$ cat src/sv/aging_priority_round_robin_arbiter_unit_assert.svh
// ---------------------------------------------------------------------------
// Assertion macros for the aging priority round-robin arbiter
// Concurrent checks on clk, disabled while arst_n is low; empty in synthesis.
// ---------------------------------------------------------------------------
`ifndef AGING_PRIORITY_ROUND_ROBIN_ARBITER_UNIT_ASSERT_SVH
`define AGING_PRIORITY_ROUND_ROBIN_ARBITER_UNIT_ASSERT_SVH

`ifndef SYNTHESIS
// Property that must hold on every clock edge outside reset.
`define APARB_ASSERT(lbl, prop, msg) \
	lbl: assert property (@(posedge clk) disable iff (!arst_n) (prop)) else $error(msg);
// Implication: when trig holds, expect holds on the next edge.
`define APARB_ASSERT_NEXT(lbl, trig, expect_q, msg) \
	lbl: assert property (@(posedge clk) disable iff (!arst_n) (trig) |=> (expect_q)) \
		else $error(msg);
`else
`define APARB_ASSERT(lbl, prop, msg)
`define APARB_ASSERT_NEXT(lbl, trig, expect_q, msg)
`endif

`endif

$ cat src/sv/aparb_pkg.sv
// ---------------------------------------------------------------------------
// aparb_pkg
// Shared constants, codes and types of the aging priority round-robin arbiter.
// ---------------------------------------------------------------------------
package aparb_pkg;

	// defaults of the top-level parameters
	localparam int REQUESTERS_DEF    = 8;
	localparam int AGE_LIMIT_DEF     = 1000;
	localparam int PRIORITY_BITS_DEF = 8;

	// widths sized for the largest legal parameter values
	localparam int IDX_MAX_W   = 4;   // up to 16 requesters
	localparam int CNT_MAX_W   = 5;   // count of up to 16
	localparam int SCORE_MAX_W = 17;  // 16-bit priority plus 16-bit age

	// fixed field widths
	localparam int FUNC_W      = 2;
	localparam int REQ_W       = 3;
	localparam int MASK_W      = 8;
	localparam int ACT_W       = 4;
	localparam int PRIO_VEC_W  = 64;
	localparam int SCORE_OUT_W = 11;
	localparam int COUNT_W     = 8;
	localparam int CFG_IDX_W   = 2;
	localparam int CFG_DATA_W  = 64;

	localparam logic [ACT_W-1:0]  ACTIVE_RST = ACT_W'(8);
	localparam logic [MASK_W-1:0] ENABLE_RST = MASK_W'(255);

	typedef enum logic [FUNC_W-1:0] {
		FUNC_REQUEST   = 2'd0,
		FUNC_ARBITRATE = 2'd1,
		FUNC_COMPLETE  = 2'd2
	} func_e;

	typedef enum logic [CFG_IDX_W-1:0] {
		CFG_ACTIVE   = 2'd0,
		CFG_ENABLE   = 2'd1,
		CFG_PRIORITY = 2'd2
	} cfg_idx_e;

	typedef enum logic [2:0] {
		OP_NONE,
		OP_REQUEST,
		OP_RECONNECT,
		OP_COMPLETE,
		OP_GRANT
	} cell_op_e;

	typedef enum logic [1:0] {
		ST_IDLE,
		ST_NORM,
		ST_SCAN,
		ST_FINISH
	} state_e;

	// broadcast control from the sequencer to every cell
	typedef struct packed {
		cell_op_e             op;
		logic [COUNT_W-1:0]   snap;
	} cell_ctrl_t;

	// scan token handed from cell to cell
	typedef struct packed {
		logic                   valid;
		logic                   last;
		logic                   granted;
		logic [SCORE_MAX_W-1:0] score;
		logic [IDX_MAX_W-1:0]   idx;
		logic [CNT_MAX_W-1:0]   remaining;
	} tok_t;

endpackage

$ cat src/sv/aparb_cell.sv
// ---------------------------------------------------------------------------
// aparb_cell
// One requester: request count, wait age, and one stage of the scan ring.
// ---------------------------------------------------------------------------
module aparb_cell #(
	parameter int CELL_IDX      = 0,
	parameter int AGE_LIMIT     = aparb_pkg::AGE_LIMIT_DEF,
	parameter int AGE_W         = 10,
	parameter int PRIORITY_BITS = aparb_pkg::PRIORITY_BITS_DEF
) (
	input  logic                               clk,
	input  logic                               arst_n,
	input  aparb_pkg::cell_ctrl_t              ctrl,
	input  logic                               sel,
	input  logic                               enabled,
	input  logic                               nonempty,
	input  logic [PRIORITY_BITS-1:0]           prio,
	input  aparb_pkg::tok_t                    tok_in,
	output aparb_pkg::tok_t                    tok_out,
	output logic [aparb_pkg::COUNT_W-1:0]      count
);
	import aparb_pkg::*;

	logic [COUNT_W-1:0]     count_q;
	logic [AGE_W-1:0]       age_q;
	tok_t                   tok_q;
	tok_t                   tok_nxt;
	logic [SCORE_MAX_W-1:0] score;
	logic                   live;
	logic                   take;
	logic                   drop;

	always_comb begin
		score = SCORE_MAX_W'(prio) + SCORE_MAX_W'(age_q);
		live  = tok_in.valid && (count_q != '0);
		take  = live && enabled && nonempty;
		drop  = live && !(enabled && nonempty);
		tok_nxt = '0;
		if (tok_in.valid) begin
			tok_nxt           = tok_in;
			tok_nxt.remaining = tok_in.remaining - CNT_MAX_W'(1);
			tok_nxt.last      = (tok_in.remaining == CNT_MAX_W'(1));
			// strictly higher score displaces the best so far
			if (take && (!tok_in.granted || (score > tok_in.score))) begin
				tok_nxt.granted = 1'b1;
				tok_nxt.score   = score;
				tok_nxt.idx     = IDX_MAX_W'(CELL_IDX);
			end
		end
	end

	always_ff @(posedge clk or negedge arst_n) begin
		if (!arst_n) begin
			count_q <= '0;
			age_q   <= '0;
			tok_q   <= '0;
		end else begin
			tok_q <= tok_nxt;
			if (drop) begin
				count_q <= '0;
			end else begin
				unique case (ctrl.op) inside
					OP_REQUEST, OP_RECONNECT: begin
						if (sel) count_q <= count_q + COUNT_W'(1);
					end
					OP_COMPLETE: begin
						if (sel && (count_q == ctrl.snap)) count_q <= '0;
					end
					default: ;
				endcase
			end
			if (take && (age_q < AGE_W'(AGE_LIMIT))) begin
				age_q <= age_q + AGE_W'(1);
			end else if ((ctrl.op == OP_GRANT) && sel) begin
				age_q <= '0;
			end
		end
	end

	assign tok_out = tok_q;
	assign count   = count_q;

endmodule

$ cat src/sv/aging_priority_round_robin_arbiter_unit.sv
// ---------------------------------------------------------------------------
// aging_priority_round_robin_arbiter_unit
// Aging priority round-robin arbiter built as a ring of requester cells.
// ---------------------------------------------------------------------------
// Usage:
//   Command channel: drive func and its operand fields with start high; the
//   command transfers at a rising edge where start is high and busy is low.
//   Result channel: done pulses for one cycle with granted, grant_index,
//   grant_score and any_pending; the receiver cannot stall, so the result
//   must be taken in that cycle.
//   Configuration: cfg_we writes cfg_data into register cfg_index at once;
//   write only while busy is low and no result is outstanding.
// Timing:
//   Request, completion, link-down arbitrate, unused codes: the result is
//   registered after the finish state; a new command may follow as it is taken.
//   Arbitrate with the link up: the start cursor is first reduced modulo the
//   active count (one subtract per cycle), then a token is launched at the
//   cursor and walks the cell ring, one cell per cycle, over all active
//   cells; busy stays high until the walk ends. With no active requester a
//   link-up arbitrate takes the short path above.
// Reset: arst_n clears counts, ages, cursor, link history, snapshot and
//   loads the configuration reset values (8 active, all enabled, priority 0).
// ---------------------------------------------------------------------------
`include "aging_priority_round_robin_arbiter_unit_assert.svh"

module aging_priority_round_robin_arbiter_unit #(
	parameter int REQUESTERS    = aparb_pkg::REQUESTERS_DEF,
	parameter int AGE_LIMIT     = aparb_pkg::AGE_LIMIT_DEF,
	parameter int PRIORITY_BITS = aparb_pkg::PRIORITY_BITS_DEF
) (
	input  logic                                clk,
	input  logic                                arst_n,
	// command channel
	input  logic                                start,
	output logic                                busy,
	input  logic [aparb_pkg::FUNC_W-1:0]        func,
	input  logic [aparb_pkg::REQ_W-1:0]         requester,
	input  logic                                link_up,
	input  logic [aparb_pkg::MASK_W-1:0]        nonempty_mask,
	input  logic                                send_ok,
	input  logic                                store_now_empty,
	// result channel
	output logic                                done,
	output logic                                granted,
	output logic [aparb_pkg::REQ_W-1:0]         grant_index,
	output logic [aparb_pkg::SCORE_OUT_W-1:0]   grant_score,
	output logic                                any_pending,
	// configuration port
	input  logic                                cfg_we,
	input  logic [aparb_pkg::CFG_IDX_W-1:0]     cfg_index,
	input  logic [aparb_pkg::CFG_DATA_W-1:0]    cfg_data
);
	import aparb_pkg::*;

	localparam int IDX_W = (REQUESTERS > 1) ? $clog2(REQUESTERS) : 1;
	localparam int CNT_W = $clog2(REQUESTERS + 1);
	localparam int AGE_W = $clog2(AGE_LIMIT + 1);

	// configuration registers
	logic [ACT_W-1:0]      active_q;
	logic [MASK_W-1:0]     enable_q;
	logic [PRIO_VEC_W-1:0] prio_q;

	// sequencer state
	state_e                state_q, state_d;
	logic                  link_was_q;
	logic [IDX_W-1:0]      cursor_q;
	logic [IDX_W-1:0]      start_q;
	logic [COUNT_W-1:0]    snap_q;
	logic [MASK_W-1:0]     ne_q;

	// result registers
	logic                  done_q;
	logic                  granted_q;
	logic [REQ_W-1:0]      gidx_q;
	logic [SCORE_OUT_W-1:0] gscore_q;
	logic                  pend_q;

	// ring
	tok_t                  tok_q   [REQUESTERS];
	tok_t                  cont_tok[REQUESTERS];
	tok_t                  ring_in [REQUESTERS];
	logic [COUNT_W-1:0]    count_arr[REQUESTERS];
	logic [REQUESTERS-1:0] tok_live;
	logic [REQUESTERS-1:0] act_mask;
	logic [REQUESTERS-1:0] req_hit;
	logic [REQUESTERS-1:0] win_hit;
	logic [REQUESTERS-1:0] pend_vec;
	tok_t                  fresh;
	tok_t                  wrap_tok;
	tok_t                  fin;

	// sequencer outputs
	cell_ctrl_t            ctrl;
	logic [REQUESTERS-1:0] sel;
	logic                  inject;
	logic                  result_fire;
	logic                  grant_fire;
	logic                  link_clr;
	logic                  link_set;
	logic                  load_start;
	logic                  start_dec;

	logic [CNT_W-1:0]      cnt;
	logic [CNT_W-1:0]      cursor_inc;
	logic                  any_pend;

	// clamp the active count to the number of cells
	always_comb begin
		if ({1'b0, active_q} > (ACT_W + 1)'(REQUESTERS)) begin
			cnt = CNT_W'(REQUESTERS);
		end else begin
			cnt = CNT_W'(active_q);
		end
	end

	always_comb begin
		fresh           = '0;
		fresh.valid     = 1'b1;
		fresh.remaining = CNT_MAX_W'(cnt);
	end

	assign wrap_tok = cont_tok[IDX_W'(cnt - CNT_W'(1))];

	for (genvar i = 0; i < REQUESTERS; i++) begin : g_cell
		localparam int PLO = i * PRIORITY_BITS;
		logic                     en_i;
		logic                     ne_i;
		logic [PRIORITY_BITS-1:0] prio_i;

		if (i < MASK_W) begin : g_mask
			assign en_i = enable_q[i];
			assign ne_i = ne_q[i];
		end else begin : g_nomask
			assign en_i = 1'b0;
			assign ne_i = 1'b0;
		end

		// requesters past the packed vector read zero priority
		if (PLO >= PRIO_VEC_W) begin : g_prio_none
			assign prio_i = '0;
		end else if (PLO + PRIORITY_BITS <= PRIO_VEC_W) begin : g_prio_full
			assign prio_i = prio_q[PLO +: PRIORITY_BITS];
		end else begin : g_prio_part
			assign prio_i = PRIORITY_BITS'(prio_q[PRIO_VEC_W-1:PLO]);
		end

		assign act_mask[i] = (CNT_W'(i) < cnt);
		assign req_hit[i]  = act_mask[i] && (IDX_MAX_W'(requester) == IDX_MAX_W'(i));
		assign win_hit[i]  = (fin.idx == IDX_MAX_W'(i));
		assign pend_vec[i] = act_mask[i] && (count_arr[i] != '0);
		assign tok_live[i] = tok_q[i].valid;

		// a token that finished its walk stops here
		always_comb begin
			cont_tok[i]       = tok_q[i];
			cont_tok[i].valid = tok_q[i].valid && !tok_q[i].last;
		end

		// hand the token on; the last active cell wraps to cell zero
		if (i == 0) begin : g_head
			always_comb begin
				ring_in[i] = wrap_tok;
				if (inject && (start_q == IDX_W'(i))) ring_in[i] = fresh;
			end
		end else begin : g_body
			always_comb begin
				ring_in[i] = act_mask[i] ? cont_tok[i-1] : '0;
				if (inject && (start_q == IDX_W'(i))) ring_in[i] = fresh;
			end
		end

		aparb_cell #(
			.CELL_IDX      (i),
			.AGE_LIMIT     (AGE_LIMIT),
			.AGE_W         (AGE_W),
			.PRIORITY_BITS (PRIORITY_BITS)
		) u_cell (
			.clk      (clk),
			.arst_n   (arst_n),
			.ctrl     (ctrl),
			.sel      (sel[i]),
			.enabled  (en_i),
			.nonempty (ne_i),
			.prio     (prio_i),
			.tok_in   (ring_in[i]),
			.tok_out  (tok_q[i]),
			.count    (count_arr[i])
		);
	end

	// pick up the token that ended its walk this cycle
	always_comb begin
		fin = '0;
		for (int j = 0; j < REQUESTERS; j++) begin
			if (tok_q[j].valid && tok_q[j].last) fin = tok_t'(fin | tok_q[j]);
		end
	end

	assign any_pend   = |pend_vec;
	assign cursor_inc = CNT_W'(fin.idx) + CNT_W'(1);

	// ---------------------------------------------------------------------
	// Sequencer: next state and per-cycle controls
	// ---------------------------------------------------------------------
	always_ff @(posedge clk or negedge arst_n) begin
		if (!arst_n) begin
			state_q <= ST_IDLE;
		end else begin
			state_q <= state_d;
		end
	end

	always_comb begin
		state_d     = state_q;
		ctrl.op     = OP_NONE;
		ctrl.snap   = snap_q;
		sel         = '0;
		inject      = 1'b0;
		result_fire = 1'b0;
		grant_fire  = 1'b0;
		link_clr    = 1'b0;
		link_set    = 1'b0;
		load_start  = 1'b0;
		start_dec   = 1'b0;
		unique case (state_q)
			ST_IDLE: begin
				if (start) begin
					state_d = ST_FINISH;
					unique case (func)
						FUNC_REQUEST: begin
							ctrl.op = OP_REQUEST;
							sel     = req_hit;
						end
						FUNC_COMPLETE: begin
							// match against the snapshot taken at grant time
							ctrl.op = OP_COMPLETE;
							if (send_ok && store_now_empty) sel = req_hit;
						end
						FUNC_ARBITRATE: begin
							if (!link_up) begin
								link_clr = 1'b1;
							end else begin
								// on reconnect, request every active requester first
								if (!link_was_q) begin
									ctrl.op  = OP_RECONNECT;
									sel      = act_mask;
									link_set = 1'b1;
								end
								if (cnt != '0) begin
									load_start = 1'b1;
									state_d    = ST_NORM;
								end
							end
						end
						default: ;
					endcase
				end
			end
			ST_NORM: begin
				// reduce the cursor below the active count, then launch the token
				if (CNT_W'(start_q) >= cnt) begin
					start_dec = 1'b1;
				end else begin
					inject  = 1'b1;
					state_d = ST_SCAN;
				end
			end
			ST_SCAN: begin
				if (fin.valid) begin
					result_fire = 1'b1;
					grant_fire  = fin.granted;
					if (fin.granted) begin
						ctrl.op = OP_GRANT;
						sel     = win_hit;
					end
					state_d = ST_IDLE;
				end
			end
			ST_FINISH: begin
				result_fire = 1'b1;
				state_d     = ST_IDLE;
			end
			default: state_d = ST_IDLE;
		endcase
	end

	assign busy = (state_q != ST_IDLE);

	// ---------------------------------------------------------------------
	// Configuration, link history, cursor, snapshot
	// ---------------------------------------------------------------------
	always_ff @(posedge clk or negedge arst_n) begin
		if (!arst_n) begin
			active_q   <= ACTIVE_RST;
			enable_q   <= ENABLE_RST;
			prio_q     <= '0;
			link_was_q <= 1'b0;
			cursor_q   <= '0;
			start_q    <= '0;
			snap_q     <= '0;
			done_q     <= 1'b0;
		end else begin
			if (cfg_we) begin
				unique case (cfg_index)
					CFG_ACTIVE:   active_q <= cfg_data[ACT_W-1:0];
					CFG_ENABLE:   enable_q <= cfg_data[MASK_W-1:0];
					CFG_PRIORITY: prio_q   <= cfg_data[PRIO_VEC_W-1:0];
					default: ;
				endcase
			end
			if (link_clr) link_was_q <= 1'b0;
			else if (link_set) link_was_q <= 1'b1;
			if (load_start) begin
				start_q <= cursor_q;
			end else if (start_dec) begin
				start_q <= IDX_W'(CNT_W'(start_q) - cnt);
			end
			if (grant_fire) begin
				// advance the cursor past the winner, wrapping at the active count
				cursor_q <= (cursor_inc == cnt) ? '0 : IDX_W'(cursor_inc);
				snap_q   <= count_arr[IDX_W'(fin.idx)];
			end
			done_q <= result_fire;
		end
	end

	// operand and result payload: no reset
	always_ff @(posedge clk) begin
		if (start && !busy && (func == FUNC_ARBITRATE)) ne_q <= nonempty_mask;
		if (result_fire) begin
			granted_q <= grant_fire;
			gidx_q    <= grant_fire ? REQ_W'(fin.idx) : '0;
			gscore_q  <= grant_fire ? SCORE_OUT_W'(fin.score) : '0;
			pend_q    <= any_pend;
		end
	end

	assign done        = done_q;
	assign granted     = granted_q;
	assign grant_index = gidx_q;
	assign grant_score = gscore_q;
	assign any_pending = pend_q;

	// ---------------------------------------------------------------------
	// Checks
	// ---------------------------------------------------------------------
	`APARB_ASSERT(a_single_token, $onehot0(tok_live), "more than one scan token in the ring")
	`APARB_ASSERT(a_grant_active, (fin.valid && fin.granted) |-> (CNT_MAX_W'(fin.idx) < CNT_MAX_W'(cnt)), "grant to an inactive requester")
	`APARB_ASSERT(a_token_idle, (state_q == ST_IDLE) |-> (tok_live == '0), "scan token alive while idle")
	`APARB_ASSERT_NEXT(a_strobe_single, done, !done, "result strobe held for more than one cycle")

endmodule

$ cat config.mk
export PLATFORM = sky130hd
export DESIGN_NAME = aging_priority_round_robin_arbiter_unit
export DESIGN_NICKNAME = d
export VERILOG_FILES = /design/src/sv/aparb_pkg.sv /design/src/sv/aparb_cell.sv /design/src/sv/aging_priority_round_robin_arbiter_unit.sv
export VERILOG_INCLUDE_DIRS = /design/src /design/src/sv
export SDC_FILE = /design/constraint.sdc
export NUM_CORES = 1
export LEC_CHECK = 0
export ABC_AREA = 0
export BUFFER_PORTS_ARGS = -buffer_cell sky130_fd_sc_hd__buf_2
export CORE_MARGIN = 1.5
export CORE_UTILIZATION = 40
export DETAILED_ROUTE_END_ITERATION = 8
export PLACE_DENSITY = 0.61
export REMOVE_ABC_BUFFERS = 1
export SKIP_LAST_GASP = 1
export SLEW_MARGIN = 15
export SYNTH_ARGS = -nofsm -noshare
export SYNTH_HDL_FRONTEND = slang
export SYNTH_SLANG_ARGS = --single-unit
$ cat constraint.sdc
create_clock -name clk -period 8.67 [get_ports clk]
set_input_delay 1.3005 -clock clk [delete_from_list [all_inputs] [get_ports clk]]
set_output_delay 1.3005 -clock clk [all_outputs]
set_load 0.005 [all_outputs]
# [Yosys cells after proc, flatten, opt, wreduce, memory -nomap -nowiden]
# Cells that the tools add are included.
[word_totals] register_bits=494 in_bits=86
[op_classes] n_reduce_logical=196 n_addsub=35 muxes=143 bitwise=9 order_cmp=28 n_eq_ne=68
[op_table] operator="$mux W29" count=33
[op_table] operator="$mux W8" count=32
[op_table] operator="$or A29 B29 Y29" count=7
[op_table] operator="$mux W22" count=8
[op_table] operator="$mux W10" count=16
[op_table] operator="$pmux W8 S2" count=9
[op_table] operator="$gt A17 B17 Y1" count=8
[op_table] operator="$logic_and A1 B1 Y1" count=115
[op_table] operator="$add A8 B10 Y11" count=8
[op_table] operator="$bmux W29 S3" count=1
[op_table] operator="$add A10 B1 Y10 const B" count=8
[op_table] operator="$lt A10 B10 Y1 const B" count=8
[op_table] operator="$add A8 B1 Y8 const B" count=8
[op_table] operator="$eq A8 B8 Y1" count=8
[op_table] operator="$reduce_bool A8 Y1" count=8
[op_table] operator="$eq A5 B1 Y1 const B" count=8
[op_table] operator="$sub A5 B1 Y5 const B" count=8
[op_table] operator="$eq A3 B3 Y1 const B" count=9
[op_table] operator="$ne A3 B2 Y1 const B" count=9
[op_table] operator="$reduce_and A3 Y1" count=9
[op_table] operator="$logic_not A1 Y1" count=25
[op_table] operator="$bmux W8 S3" count=1
[op_table] operator="$pmux W8 S3" count=1
[op_table] operator="$reduce_bool A3 Y1" count=8
[op_table] operator="other kinds (37)" count=124

# [Longest topological paths before layout]
# Gate-level depths: netlist (run 1).
[depth] depth_word=24 depth_mapped=24

# [By module]
# A second synthesis (run 1) with hierarchy kept.
[hier_totals] hier_cells=3494 area_unflattened_um2=33686.1
[by_module_without_submodules] mod="aging_priority_round_robin_arbiter_unit" seq_area_each_um2=3084.2 instances=1 area_each_um2=9908.3 cells_each=1036
[by_module_without_submodules] mod="aparb_cell at g_cell[1].u_cell ..." seq_area_each_um2=1176.1 instances=3 area_each_um2=2981.6 cells_each=308
[by_module_without_submodules] mod="aparb_cell at g_cell[5].u_cell ..." seq_area_each_um2=1176.1 instances=2 area_each_um2=2929.1 cells_each=303
[by_module_without_submodules] mod="aparb_cell at g_cell[7].u_cell" seq_area_each_um2=1176.1 instances=1 area_each_um2=3011.6 cells_each=312
[by_module_without_submodules] mod="aparb_cell at g_cell[3].u_cell" seq_area_each_um2=1176.1 instances=1 area_each_um2=2982.9 cells_each=309
[by_module_without_submodules] mod="aparb_cell at g_cell[0].u_cell" seq_area_each_um2=1176.1 instances=1 area_each_um2=2980.4 cells_each=307

# [Least setup slack after synthesis (run 1)]
# OpenSTA, ideal clock, no wires.
[synth_timing] path_kind="reg-to-reg" from="register active_q[3]" to="register g_cell[1].u_cell.tok_out[12] (netlist name)" arrival_time_ps=5448 required_ps=8545 setup_slack_ps=3097 n_path_buf=9 stages_incl_launch_ff=24 period_less_slack_ps=5573 path_cell_list="dfstp_2 > buf_2 > nor2b_1 > buf_2 > buf_2 > buf_2 > buf_2 > ha_1 > fa_1 > a311o_1 > clkbuf_1 > a31oi_1 > clkbuf_1 > clkbuf_1 > nand2_1 > ha_1 > nor2b_1 > o21a_1 > o21ai_0 > a21oi_1 > o21ai_0 > a31o_2 > buf_2 > mux2_2"
[synth_lines] item="start: declaration" line_no="aging_priority_round_robin_arbiter_unit.sv:60" text="logic [ACT_W-1:0] active_q;"
[synth_lines] item="start signal: assignment" line_no="aging_priority_round_robin_arbiter_unit.sv:306" text="CFG_ACTIVE: active_q <= cfg_data[ACT_W-1:0];"

==> flow_summary.ini, run 1 <==
[outcome]
status = finished clean

[sta]
worst_clock_skew_ns = 0.0249
final-hold-violation-count = 0
finalSetupTns_ns = 0
post-route-min-period_ns = 6.44
number_of_max_slew_violations_in_the_final_report = 0
tightestPinTransition_ns = 1.14
rsz_0062_raised_after_global_routing = no
relSlewSlack_pct = 23.9
maxClockFrequency_ghz = 0.155
finalWorstSetupSlack_ns = 2.23
hold-worst-slack_ns = 0.487
setup_violations = 0
final_min_period_over_clock_period_pct = 74.3

[hold_path]
timing.hold.worst.start = cursor_q[2]
worstHoldPathCells = 2
min_delay_worst_endpoint = start_q[2]
hold_class = reg -> reg

[synthesis]
yosys_warnings = 0
syn_area_per_cell_um2 = 9.48
syn_inst = 3389
synth.lib_cells_used.distinct = 93
yosys_register_bits = 494
netlist_area_um2 = 32100
yosys.area.top_type = dfrtp_1
synthArstFlopShare_pct = 95.1
synth_enable_flop_cells = 24
dominantRegCellSynth = dfrtp_1
synth-seq-area-share_pct = 38.9
synth.top_cells.by_area = dfrtp_1 36%, ha_1 7.8%, nand2_1 4.5%, mux2_2 3.7%, mux4_2 3.7%
yosysTopAreaCellShare_pct = 35.9

[die]
die_h_um = 286
initial_utilization_pct = 40.5
design.die.area_um2 = 82000
core_region_area_um2 = 79300
fp-row-count = 103
floorplan.io_pins = 104
die_w_um = 286

[worst_setup_path]
worst-setup-path-type = reg -> reg
crit_reg_reg_endpoint = g_cell[2].u_cell.tok_out[19]
worst_ep_required_time_ns = 9.22
timing.rr.start = active_q[3]
timing.reg2reg.setup_slack_ns = 2.23
startpoint_type = register
setup.worst_path.end_class = register
critPathMaxFanout = 37
cp.arrival_ns = 6.99
r2r_cells = 19

[placement]
port-buffer-count = 103
gp_congestion = 0.987
place_worst_setup_slack_ns = 2.34
place_area_um2 = 33700
dp.final_hpwl_um = 81000

[routing]
routed_via_density = 5.94
detailroute.via_count = 26900
met3_wirelength_um = 8500
drt-total-wl_um = 107000
postRouteAntennaNets = 0
wl_per_cell_um = 23.6
firstDrtPassIters = 6
wirelength_met1_um = 47300
met2_length_um = 46400
drt_iter0_drc = 2603
route.top_layer_used = met5
drc = 0

[clocking]
tritoncts = built
tritoncts.num_buffers = 58
clock_tree.buffer_depth = 3
post_cts.resized_instances = 0
clock_sinks = 494
worst_skew_late_latency_ns = 0.64
post-cts-setup-buffers = 0
clk_transition_reported_paths_ns = 0.06
hold_buf_count_cts = 0
clock-root-buffer = clkbuf_16
cts_htree_levels = 2

[final_layout]
nNetsFinal = 3723
layout_common_cells = 461 x dfrtp_1, 388 x nand2_1, 267 x nor2_1
layout.cells.most_common = dfrtp_1
areaGrowthSynthToFinish_pct = 10.9
final_area_um2 = 35600
drive_gt1_share_pct = 13.7
number_of_fillers_in_the_final_layout = 7639

[power_and_ir_drop]
switching_power_uw = 1840
pwr-share-clk_pct = 40.3
worst_ir_drop_vdd_mv = 0.162
combPwrFrac_pct = 17.9
share_seq_of_total_power_pct = 41.7
totalPowerFinal_uw = 6100
p_sw_share_pct = 30.2
powerDensity_nw_per_um2 = 171
static-leakage-power_uw = 0.0159
p_int_uw = 4260

[flow_run]
maxCapViolCount = 0

[global_route]
global_route_wire_length_before_repair_um = 162000
grt_pass1_vias = 25800
antenna_found_initial = 3
grt.overflow.total = 0
groute.usage.overall_pct = 25.8
grt_start_max_net_pins = 158
[worst max path at each step]
stage	startpoint	depth (start not counted)	end
global placement	active_q[3]	19	g_cell[2].u_cell.tok_out[19]
floorplan	active_q[3]	15	g_cell[2].u_cell.tok_out[20]
detailed placement	active_q[3]	19	g_cell[2].u_cell.tok_out[19]
global route	active_q[3]	19	g_cell[2].u_cell.tok_out[19]
finish	active_q[3]	19	g_cell[2].u_cell.tok_out[19]
CTS	active_q[3]	19	g_cell[2].u_cell.tok_out[19]
[synth_stat cells (11+ instances only)]
| cell | n |
|---|---|
| mux2_2 | 106 |
| or2_2 | 18 |
| a31oi_1 | 32 |
| edfxtp_1 | 24 |
| nand4_1 | 41 |
| buf_2 | 16 |
| mux4_2 | 53 |
| a221oi_1 | 12 |
| a32o_1 | 22 |
| a21oi_1 | 150 |
| a211oi_1 | 12 |
| nor4_1 | 24 |
| dfrtp_1 | 461 |
| o21a_1 | 20 |
| o31ai_1 | 24 |
| nand3_1 | 153 |
| a22o_1 | 20 |
| xnor2_1 | 136 |
| o21bai_1 | 11 |
| nor3b_1 | 41 |
| a2111oi_0 | 12 |
| nor2b_1 | 28 |
| xor2_1 | 32 |
| o211ai_1 | 27 |
| nor2_1 | 268 |
| nand2_1 | 388 |
| and2_1 | 75 |
| a22oi_1 | 36 |
| o41ai_1 | 22 |
| nor3_1 | 54 |
| and3_1 | 108 |
| buf_1 | 15 |
| a21o_1 | 54 |
| inv_1 | 96 |
| mux2i_1 | 72 |
| nand2b_1 | 16 |
| or3_1 | 11 |
| ha_1 | 201 |
| clkbuf_1 | 134 |
| o21ai_0 | 191 |
[state kept, by name (all words and copies together), names as in the netlist, 2 cells and up]
signal and cells:
active_q 4, cursor_q 3, enable_q 8, g_cell.u_cell.age_q 80, g_cell.u_cell.count 64, g_cell.u_cell.tok_out 232, grant_index 3, grant_score 11
ne_q 8, prio_q 64, snap_q 8, start_q 3, state_q 2
[final cells by class]
cell class | instances | area, µm² | area share [%]
multi-input cells | 2630 | 18700 | 52.4
clock buffers | 77 | 1640 | 4.61
flip-flops and latches | 494 | 12500 | 35.1
inverters | 98 | 368 | 1.03
repair buffers | 145 | 866 | 2.43
diodes | 2 | 5.00 | 0.0140
clock inverters | 30 | 262 | 0.734
well taps | 1050 | 1310 | 3.69
[logic make-up after synthesis]
logic type                 after synthesis  share of synthesized area [%]
and+or+nand+nor                       1280                           19.5
AOI/OAI and AO/OA                      737                           15.4
DFF                                    494                           38.9
buffers and inverters                  265                           3.20
muxes                                  234                           9.87
adders and majority gates              210                           8.39
xor gates and xnor gates               169                           4.67
[power by group through the flow]
stage / clock network (µW) / logic, µW / registers [µW]
3_3_place_gp: 0 / 1070 / 2580
5_1_grt: 2600 / 1190 / 2560
2_1_floorplan: 0 / 714 / 2530
4_1_cts: 2510 / 1090 / 2540
6_report: 2460 / 1090 / 2550
3_5_place_dp: 0 / 1080 / 2590
[per-stage QoR]
stage	utilization [%]	std cells
2_1_floorplan	-	3222
6_report	45.0	4526
3_5_place_dp	42.5	4417
4_1_cts	44.9	4524
5_1_grt	45.0	4524
3_3_place_gp	42.5	4417
[worst max-delay path: stages (launching register included)]
cell	delay, ns
dfstp_2	0.60
nor2b_1	0.78
inv_1	0.35
ha_1	0.38
nand2_1	0.08
a311oi_2	0.26
buf_4	0.24
nor3_2	0.07
buf_4	0.21
nor2_1	0.70
nand2_1	0.17
ha_1	0.34
nand3_1	0.10
or2_2	0.32
o221a_2	0.27
o211a_1	0.24
a211oi_2	0.49
buf_4	0.29
mux2_2	0.35
nor2_1	0.09
[per-layer routing]
metal  global-route usage, %  vias to the layer above
li1                        -                    12400
met1                    36.4                    13200
met2                    39.0                     1041
met3                    4.87                      212
met4                    10.3                        2
met5                       0                        -
(Power assumes the default switching activity.)
==> inputs of run 2 (changes only) <==
Clock period 8.67 ns to 6.45 ns, I/O delays scaled along.
==> run 2 against run 1 <==
Clock power is 53% higher. Clock skew up 0.0027 ns. Power rose by 43%. Fmax is 20% higher. Flip-flop and latch count unchanged. First-iteration DRC count increased by 15%. Register-to-register slack got worse by 1.2 ns. Final cell count up 0.60%. Largest power group is now the clock network. Largest cell class unchanged. Sequential share of layout area decreased by 0.49 points. Design area is 1.4% higher.
==> flow_summary.ini, run 2 (synthesized netlist as in run 1, its figures left out) <==
[sta]
tightestPinTransition_ns = 1.17
rsz_0062_raised_after_global_routing = no
hold-worst-slack_ns = 0.313
number_of_max_slew_violations_in_the_final_report = 0
relSlewSlack_pct = 21.5
post-route-min-period_ns = 5.38
final_min_period_over_clock_period_pct = 83.4
worst_clock_skew_ns = 0.0276
maxClockFrequency_ghz = 0.186
final-hold-violation-count = 0
finalSetupTns_ns = 0
setup_violations = 0

[die]
core_region_area_um2 = 79300
initial_utilization_pct = 40.5
design.die.area_um2 = 82000
floorplan.io_pins = 104
die_w_um = 286
fp-row-count = 103
die_h_um = 286

[worst_setup_path]
startpoint_type = register
cp.arrival_ns = 5.94
path_common_cell = nor2_1
critPathMaxFanout = 26
crit_buf_inv = 4
max_stage_delay_ns = 0.59
worst_ep_required_time_ns = 7.01
timing.critical_path.slowest_stage_cell = nor2_1
setup.worst_path.end_class = register
crit_family = simple AND/OR/NAND/NOR gates
worst-setup-path-type = reg -> reg
critical_path.cell_chain = nor2b_2 -> inv_1 -> buf_4 -> ha_1 -> nor2_1 -> a311oi_2 -> buf_4 -> nor3_1 -> nor2_1 -> buf_4 -> nand2_1 -> ha_1 -> a21o_1 -> a21oi_1 -> nor2_1 -> a2111oi_0 -> a21oi_1 -> nor2_1 -> and2_1

[outcome]
status = finished clean

[final_layout]
layout_common_cells = 461 x dfrtp_1, 388 x nand2_1, 267 x nor2_1
nNetsFinal = 3749
layout.cells.most_common = dfrtp_1
largest_register_ff_count = 232
areaGrowthSynthToFinish_pct = 12.5
drive_gt1_share_pct = 14.4
utilization_pct = 45.6
number_of_fillers_in_the_final_layout = 7570
final_cells = 4553
final_area_um2 = 36100

[global_route]
antenna_found_initial = 3
grt_pass1_vias = 26100
grt.overflow.total = 0
grt_start_max_net_pins = 150
groute.usage.overall_pct = 26.1
global_route_wire_length_before_repair_um = 164000

[placement]
place_area_um2 = 33900
placed_cells_incl_taps = 4442
dp.final_hpwl_um = 81400
port-buffer-count = 103
gp_congestion = 1.01

[routing]
drt-total-wl_um = 108000
met3_wirelength_um = 9890
routed_via_density = 6.00
firstDrtPassIters = 7
route.top_layer_used = met5
met2_length_um = 46900
detailroute.via_count = 27300
wl_per_cell_um = 23.7
wirelength_met1_um = 45800
drt_iter0_drc = 2982
drc = 0
postRouteAntennaNets = 0

[clocking]
post-cts-setup-buffers = 0
clock-root-buffer = clkbuf_16
tritoncts.num_buffers = 59
tritoncts = built
clk_transition_reported_paths_ns = 0.07
worst_skew_late_latency_ns = 0.65
post_cts.resized_instances = 0
hold_buf_count_cts = 0
cts_htree_levels = 2
clock_sinks = 494
clock_tree.buffer_depth = 3

[power_and_ir_drop]
static-leakage-power_uw = 0.0161
worst_ir_drop_vdd_mv = 0.193
powerDensity_nw_per_um2 = 241

[flow_run]
maxCapViolCount = 0

[hold_path]
hold_class = in -> async
## run 2: cell count changes in the layout (fill, tap and decap cells not counted), sizes merged
cell,delta
buf,+25
clkbuf,+1
clkinv,-6
inv,-1
bufinv,+9
diode,-1
## run 2: power by group
part           switching (µW)  internal, µW
sequential                139          3260
clock                    1430          2330
combinational             964           593
## run 2: worst paths after layout
path	cells after the start	slack [ns]	end	from
min in group clk	2	0.49	cursor_q[2]	cursor_q[2]
worst min-delay path	1	0.31	prio_q[30]	arst_n
worst max-delay path	19	1.07	g_cell[3].u_cell.tok_out[7]	active_q[3]
worst max register to register	19	1.07	g_cell[3].u_cell.tok_out[7]	active_q[3]
max in group asynchronous	2	4.64	prio_q[57]	arst_n
worst min register to register	2	0.49	cursor_q[2]	cursor_q[2]
## run 2: cell type report
| type | instances | area (µm²) | area share (%) |
|---|---|---|---|
| diodes | 1 | 2.50 | 0.00693 |
| clock buffers | 78 | 1700 | 4.71 |
| clock inverters | 32 | 504 | 1.40 |
| flip-flops and latches | 494 | 12500 | 34.6 |
| multi-input cells | 2630 | 18700 | 51.7 |
| repair buffers | 170 | 1070 | 2.95 |
| well taps | 1050 | 1310 | 3.64 |
| inverters | 98 | 368 | 1.02 |
## run 2: per-stage QoR
| step | power [µW] | setup WS [ns] |
|---|---|---|
| after floorplan | 4360 | -2.96 |
| after global placement | 4970 | 1.18 |
| after detailed placement | 4980 | 1.08 |
| after CTS | 8760 | 1.05 |
| after global routing | 9050 | 0.782 |
| final | 8720 | 1.07 |
## run 2: metal layers
| metal | global-route usage (%) | vias to the layer above |
|---|---|---|
| li1 | - | 12500 |
| met1 | 35.7 | 13300 |
| met2 | 39.9 | 1252 |
| met3 | 5.75 | 237 |
| met4 | 10.8 | 6 |
| met5 | 0 | - |
## run 2: worst reg2reg max path, stage by stage (launching register included)
cell and delay, ns:
dfstp_2 0.53, nor2b_2 0.47, inv_1 0.08, buf_4 0.20, ha_1 0.33, nor2_1 0.07
a311oi_2 0.38, buf_4 0.28, nor3_1 0.09, nor2_1 0.10, buf_4 0.29, nand2_1 0.12
ha_1 0.30, a21o_1 0.16, a21oi_1 0.14, nor2_1 0.05, a2111oi_0 0.45, a21oi_1 0.46
nor2_1 0.60, and2_1 0.22
